==> src/nsps_ram.sv <==
// generic simple dual-port ram with registered read
`timescale 1ns / 1ps

module nsps_ram #(
	parameter int WIDTH = 8,
	parameter int DEPTH = 16,
	parameter int AW    = $clog2(DEPTH)
) (
	input  logic             clk,
	input  logic             we,
	input  logic [AW-1:0]    waddr,
	input  logic [WIDTH-1:0] wdata,
	input  logic             re,
	input  logic [AW-1:0]    raddr,
	output logic [WIDTH-1:0] rdata
);

	logic [WIDTH-1:0] mem_q [DEPTH];

	// write port
	always_ff @(posedge clk) begin
		if (we) begin
			mem_q[waddr] <= wdata;
		end
	end

	// registered read port
	always_ff @(posedge clk) begin
		if (re) begin
			rdata <= mem_q[raddr];
		end
	end

endmodule
==> config.mk <==
export PLATFORM = sky130hd
export DESIGN_NAME = nsps_ram
export DESIGN_NICKNAME = d
export VERILOG_FILES = /design/src/nsps_ram.sv
export SDC_FILE = /design/constraint.sdc
export NUM_CORES = 1
export LEC_CHECK = 0
export ABC_AREA = 1
export BUFFER_PORTS_ARGS = -buffer_cell sky130_fd_sc_hd__buf_2
export CELL_PAD_IN_SITES_DETAIL_PLACEMENT = 0
export CELL_PAD_IN_SITES_GLOBAL_PLACEMENT = 2
export CORE_MARGIN = 5
export CORE_UTILIZATION = 44
export DETAILED_ROUTE_END_ITERATION = 16
export GPL_TIMING_DRIVEN = 0
export PLACE_DENSITY = 0.89
export SYNTH_ARGS = -nofsm -noshare
export SYNTH_HDL_FRONTEND = slang
export SYNTH_SLANG_ARGS = --single-unit
==> constraint.sdc <==
create_clock -name clk -period 1.5 [get_ports clk]
set_input_delay 0 -clock clk [delete_from_list [all_inputs] [get_ports clk]]
set_output_delay 0 -clock clk [all_outputs]
set_load 0.02 [all_outputs]
==> impl_results.md, run 1 <==
- Endpoint of the worst-slack reg-to-reg timing path: rdata[4]
- Buffers on Ports: 23
- Cell area after placement: between 6000 and 7000 sq um
- Worst slack at placement: -0.09562 ns
- Worst setup SP type: flop
- Hold violation total from the final report: 0
- Top flip-flop cell by instance count after synthesis: sky130_fd_sc_hd__edfxtp_1
- Root Driver: sky130_fd_sc_hd__clkbuf_16
- CTS H-Tree Depth: 4
- Ys Warns: 0
- CP most frequent cell: sky130_fd_sc_hd__nand3_1
- Max-slew headroom: 31.97%
- Drt total wl: 14,220 microns
- Placed wire-length estimate after detailed placement: 9295 microns
- Placement row count: 42
- Sort of element at the end of the critical path: flop
- Arrival time reported for the critical path endpoint: 1.34 ns
- Syn-to-layout area delta: 14.51%
- CTS Buf Count: 17
- Clk Latency, worst-skew pair: 0.42 ns
- F_max: 847.4 MHz
- Detailed-route via count: 3,775
- Count of flip-flops with a built-in enable after synthesis: around 140
- CORE AREA: 13,140 sq um
- Slack of the critical path: between 0.3 and 0.4 ns
- Yosys reg bits: 136
- Fraction of final layout cells with drive strength greater than 1: 11.35%
- Final hold slack: ~0.0022 ns
- Die outline width: 125.3 microns
- Final number of setup-violating endpoints: 0
- Final GP Congestion: 0.7994
- Post-CTS resize count: 0
- MaxCap Viol Count: 0
- Post-CTS Repair Setup Buffers: 0
- Final global-route overflow total: 0
- Critical R2R Launch: mem_q[10][4]
- Top area cells in the synthesized netlist: sky130_fd_sc_hd__edfxtp_1 (70%), sky130_fd_sc_hd__nand2_1 (11%), sky130_fd_sc_hd__nand3_1 (8.3%)
- Category of cells accounting for the largest share of critical-path delay: simple AND/OR/NAND/NOR gates
- Worst path required time: 1.66 ns
- Area fraction of the dominant cell type after synthesis: between 60% and 70%
- Final Max Slew Viols: 0
- Post-route DRC: 0
- Crit path launch: mem_q[10][4]
- Die Y-Extent: between 100 and 150 microns
- Post-synthesis async set-or-reset flop share: 0%
- Minimum period implied by the final worst setup slack: approximately 1.2 ns
- Finished layout cell area: 6695 sq um
- Sum Neg Setup Slack: 0 ns
- Standby leakage power: ~2.9 nW
- Adder-cell share of the synthesized area: 0%
- Via count of the first global-routing pass: 3,792
- End of the critical path: rdata[4]
- Mean number of vias per cell: 4.815
- Initial antenna violation count: 0
- Violation count after the first detailed-route iteration: 275
- Count of clock tree sinks: 136
- Outcome: finished clean
- Worst slew pin tran: 1.017 ns
- GRT Util Overall: 19.34%
- FF-to-FF path depth: 6
- Unique cell type count in the Yosys netlist: 11
- Post-CTS clock slew at the launch and capture registers of the worst setup and hold paths: roughly 0.050 ns
- Slowest cell on crit path: sky130_fd_sc_hd__edfxtp_1
- Total inserted antenna cells: 0
- Setup CP Type: reg2reg
- Maximum single-stage delay on the critical path: 0.37 ns
- NumNets Final: 615
- Biggest area consumer among synthesized cells: sky130_fd_sc_hd__edfxtp_1
- Clk buf depth: 2
- Largest vdd supply drop: just over 0.6 mV
- Count of pins on the block boundary: 27
- Fraction of the mapped netlist area in compound gates: 0%
- Power density over the cells: 1249 nW/um^2
- Initial core utilization: 44.50%
- Simple-gate share of the synthesized area: around 21%
- Max Clock Skew: 0.009548 ns
- Setup repair after global routing missed its margin: no
- Cell depth of the worst setup path: 6
- Number of buffer and inverter stages on the critical path: 1
- Number of nets with antenna violations after routing: 0
- Synth top cells by count: sky130_fd_sc_hd__nand2_1 (173), sky130_fd_sc_hd__edfxtp_1 (136), sky130_fd_sc_hd__inv_1 (100)
- Largest family of logic cells by synthesized area: simple AND/OR/NAND/NOR gates
- Wire length of the first global-routing pass: approximately 22,000 microns
- Synth Cell Area: 5847 sq um
- Register-to-register setup slack: 0.32 ns
- Synthesized netlist net count: 570
- Class of the worst hold path: in2reg
- Clock tree from TritonCTS: built
- First-pass DRT Iterations: 5
- Most frequently used cell type in the post-synthesis netlist: sky130_fd_sc_hd__nand2_1
- Wire per inst: 18.13 microns
- Largest fanout on the critical path: 1
- Period Utilization, post-route: 78.67%
- Fraction of the yosys area taken by sequential cells: a little over two thirds
- Largest net degree at the start of global routing: 17
- Per-instance average area after synthesis: 10.61 sq um
- Multiplexer area fraction after synthesis: 0%
- XOR/XNOR Fraction of Synth Area: 0%
- Post-synthesis instance total: 551
- Cell Chain, Critical Path: inv_1 -> nand2_1 -> nand3_1 -> nand3_1 -> nand3_1 -> nand2_1
- Die ar.: between 15,000 and 20,000 sq um
==> worst min path at each step <==
| stage | start | endpoint | slack [ns] | cells past startpoint |
|---|---|---|---|---|
| after floorplan | wdata[0] | mem_q[0][0] | 0.1 | 0 |
| after global placement | re | rdata[1] | 0.36 | 1 |
| after detailed placement | re | rdata[5] | 0.37 | 1 |
| after CTS | wdata[6] | mem_q[1][6] | 0.001 | 1 |
| after global routing | wdata[6] | mem_q[2][6] | 0.01 | 1 |
| final | wdata[6] | mem_q[1][6] | 0.002 | 1 |
==> state kept, by name (all words and copies together), names as in the netlist <==
name	cells
mem_q	128
rdata	8
==> cell type report <==
class | instances | area [sq um]
Clock inverter | 6 | 27.53
Timing Repair Buffer | 26 | 145.1
Fill cell | 1191 | 6442
Sequential cell | 136 | 4084
Clock buffer | 25 | 455.4
Inverter | 102 | 382.9
Tap cell | 176 | 220.2
Buffer | 24 | 166.4
Multi-Input combinational cell | 289 | 1214
==> worst reg2reg max path: cells and delay by family (launching register included) <==
kind	cells	cell delay [ns]
flip-flops	1	0.37
AND/OR/NAND/NOR	5	0.51
buffers and inverters	1	0.06
==> per-layer routing <==
metal	vias to the layer above	wire, microns	GRT usage [%]
li1	1874	-	-
met1	1758	6466	26.51
met2	114	6591	29.55
met3	29	860	5.117
met4	0	298	7.844
met5	-	0	0
==> placed cells by master (no fill, tap or decap) <==
cell,instances
sky130_fd_sc_hd__clkinv_1,2
sky130_fd_sc_hd__edfxtp_1,136
sky130_fd_sc_hd__clkbuf_1,8
sky130_fd_sc_hd__nand3_1,97
sky130_fd_sc_hd__inv_1,100
sky130_fd_sc_hd__nand2_1,173
sky130_fd_sc_hd__dlygate4sd3_1,3
sky130_fd_sc_hd__buf_2,36
sky130_fd_sc_hd__buf_6,6
sky130_fd_sc_hd__nand3b_1,2
sky130_fd_sc_hd__nor2_1,17
sky130_fd_sc_hd__clkinv_2,4
sky130_fd_sc_hd__clkbuf_16,17
sky130_fd_sc_hd__inv_2,2
sky130_fd_sc_hd__buf_4,4
sky130_fd_sc_hd__buf_1,1
==> timing repair <==
| action | CTS | global route |
|---|---|---|
| setup endpoints to repair | 0 | 0 |
| hold buffers | 3 | 0 |
| hold endpoints to repair | 37 | 0 |
==> metrics by stage <==
step	utilization (%)	total power, mW	instances
after global placement	47.06	4.943	750
after floorplan	-	4.704	551
after global routing	50.96	8.654	784
after CTS	50.96	8.403	784
after detailed placement	47.06	4.953	750
final	50.96	8.365	784
==> kinds of logic (layout without fill, tap and decap cells) <==
kind of cell           count (synthesis)  after routing
buffers and inverters                126            183
DFF                                  136            136
and+or+nand+nor                      289            289
==> power breakdown <==
part	switching, mW	internal, mW	leakage, nW
clock network	1.41	2.07	0.238
registers	0.0190	4.29	1.24
logic	0.413	0.165	1.40
total	1.84	6.52	2.88
(Power assumes the default switching activity.)
==> inputs of run 2 (changes only) <==
CORE_UTILIZATION = 41   (was 44)
PLACE_DENSITY = 0.84   (was 0.89)
clock period = 1.17 ns   (was 1.5 ns; I/O delays follow)
==> impl_results.md, run 2 (synthesis results as in run 1) <==
- Outcome: finished clean
- Clk buf depth: 2
- Wire per inst: ~19 microns
- FF-to-FF path depth: 6
- Commonest cells after routing, fill and taps aside: sky130_fd_sc_hd__nand2_1 (171), sky130_fd_sc_hd__edfxtp_1 (136), sky130_fd_sc_hd__inv_1 (100)
- Clk Latency, worst-skew pair: about 0.42 ns
- Post-CTS clock slew at the launch and capture registers of the worst setup and hold paths: roughly 0.060 ns
- Number of flip-flops in the largest register: 128
- Placement row count: between 40 and 50
- Maximum single-stage delay on the critical path: 0.35 ns
- Total inserted antenna cells: 0
- Worst Hold End: mem_q[11][5]
- Wire length of the first global-routing pass: 22,020 microns
- Hold violation total from the final report: 0
- Detailed-route via count: 3,805
- Final Max Slew Viols: 0
- Largest net degree at the start of global routing: 17
- Period Utilization, post-route: 97.59%
- Class of the worst hold path: in2reg
- Die ar.: 16,750 sq um
- F_max: a little under 900 MHz
- Initial antenna violation count: 0
- Arrival time reported for the critical path endpoint: 1.30 ns
- Fillcell total: 1,259
- Worst slack at placement: -0.3081 ns
- CTS H-Tree Depth: 4
- Standby leakage power: 2.948 nW
- Violation count after the first detailed-route iteration: 382
- Top register by number of flip-flops: mem_q
- Count of pins on the block boundary: 27
- Drt total wl: approximately 15,000 microns
- Critical R2R Launch: mem_q[0][3]
- Switching portion of total power: 21.15%
- MaxCap Viol Count: 0
- Share of total power in the clock network: between 40% and 50%
- Setup CP Type: reg2reg
- Most common library cell in the layout ignoring fill and taps: sky130_fd_sc_hd__nand2_1
- Final GP Congestion: 0.8044
- Slack of the critical path: 0.02820 ns
- NumNets Final: approximately 610
- Post-route DRC: 0
- Die Y-Extent: 129.4 microns
- Part of the total power dissipated in sequential elements: 47.2%
- Register-to-register setup slack: 0.03 ns
- Placed wire-length estimate after detailed placement: between 9000 and 10,000 microns
- Overall power: about 12 mW
- Sum Neg Setup Slack: 0 ns
- Cell Chain, Critical Path: inv_1 -> nand2_1 -> nand3_1 -> nand3_1 -> nand3_1 -> nand2_1
- Endpoint of the worst-slack reg-to-reg timing path: rdata[3]
- First-pass DRT Iterations: 4
- Mean number of vias per cell: about 4.8
- Hold depth: 1
- Post-CTS Repair Setup Buffers: 0
- Final hold slack: 0.01453 ns
- GRT Util Overall: a little under a fifth
- Buffers on Ports: 23
- Number of nets with antenna violations after routing: 0
- Setup repair after global routing missed its margin: yes
- Minimum period implied by the final worst setup slack: approximately 1.1 ns
- Max-slew headroom: 32.68%
- Die outline width: 129.4 microns
- CTS Buf Count: 17
- Worst setup SP type: flop
- Clock tree from TritonCTS: built
- Syn-to-layout area delta: 17.46%
- Power density over the cells: 1701 nW/um^2
- Count of clock tree sinks: between 100 and 150
- Final number of setup-violating endpoints: 0
- Fraction of final layout cells with drive strength greater than 1: 14.50%
- Root Driver: sky130_fd_sc_hd__clkbuf_16
- Internal power of the cells: 9.214 mW
- Worst path required time: 1.33 ns
- Largest fanout on the critical path: 1
- Largest vdd supply drop: about 0.91 mV
- Leading registers by flop count: mem_q: 128 flops, rdata: 8 flops
- CP most frequent cell: sky130_fd_sc_hd__nand3_1
- Sort of element at the end of the critical path: flop
- Via count of the first global-routing pass: 3,653
- Comb pwr share: 6.6%
- Post-layout utilization of the core: 49.29%
- Slowest cell on crit path: sky130_fd_sc_hd__edfxtp_1
- CORE AREA: ~14,000 sq um
- Initial core utilization: 41.96%
- Final global-route overflow total: 0
- Max Clock Skew: 0.005778 ns
- Total net switching power: 2.471 mW
- Worst slew pin tran: 1.006 ns
- Beginning of the worst hold path: wdata[5]
[run 2: cell count changes in the layout (fill, tap and decap cells not counted), moves of 2 or more]
cell,change
sky130_fd_sc_hd__clkinv_1,+2
sky130_fd_sc_hd__nand3_1,-13
sky130_fd_sc_hd__nand2_1,-2
sky130_fd_sc_hd__clkbuf_1,-6
sky130_fd_sc_hd__nand3_2,+13
sky130_fd_sc_hd__nand2_2,+2
sky130_fd_sc_hd__bufinv_16,+4
[run 2: routing by layer]
| layer | wire length, microns | share of wire [%] | vias to the layer above | GRT usage, % |
|---|---|---|---|---|
| met3 | 1006 | 6.9 | 24 | 4.534 |
| met1 | 6818 | 47 | 1782 | 26.47 |
| met2 | 6492 | 45 | 127 | 27.80 |
| met5 | 0 | 0 | - | 0 |
| li1 | - | - | 1872 | - |
| met4 | 263 | 1.8 | 0 | 6.663 |
[run 2: through the flow]
stage,cells,area (sq um)
detailed placement,754,6187
global placement,754,6187
finish,787,6868
floorplan,551,5847
global route,787,6868
CTS,787,6803
[run 2: critical path, delay by kind of cell (launching register included)]
kind	cells	cell delay, ns
flops	1	0.35
simple gates	5	0.48
buf+inv	1	0.06
[run 2: worst max path at each step]
stage | from | end | slack, ns | cells after the start
2_1_floorplan | waddr[2] | mem_q[10][0] | 0.22 | 2
6_report | mem_q[0][3] | rdata[3] | 0.03 | 6
5_1_grt | mem_q[11][4] | rdata[4] | -0.03 | 6
3_5_place_dp | waddr[2] | mem_q[8][2] | -0.31 | 3
4_1_cts | mem_q[15][3] | rdata[3] | 0.008 | 6
3_3_place_gp | waddr[2] | mem_q[8][2] | -0.31 | 3
[run 2: cell type report]
type,count,area (sq um),share of cell area (%)
tap,180,225.2,3.279
timing repair buffer,25,135.1,1.968
clock inverter,12,157.7,2.295
inverter,102,382.9,5.575
buffer,24,166.4,2.423
multi-input combinational,289,1284,18.69
clock buffer,19,432.9,6.304
sequential,136,4084,59.46
[run 2: power groups by stage]
| stage | clock [mW] | combinational, mW | sequential (mW) |
|---|---|---|---|
| 2_1_floorplan | 0 | 0.385 | 5.65 |
| 3_3_place_gp | 0 | 0.731 | 5.61 |
| 3_5_place_dp | 0 | 0.739 | 5.62 |
| 4_1_cts | 5.45 | 0.749 | 5.52 |
| 5_1_grt | 5.66 | 0.840 | 5.52 |
| 6_report | 5.40 | 0.766 | 5.52 |
[run 2: what timing repair did]
| item | CTS | global route |
|---|---|---|
| pin swaps | 0 | 1 |
| setup endpoints to repair | 1 | 7 |
| hold buffers | 2 | 0 |
| resized for setup | 1 | 14 |
| endpoints found under the hold margin | 24 | 0 |
| gates cloned | 0 | 0 |
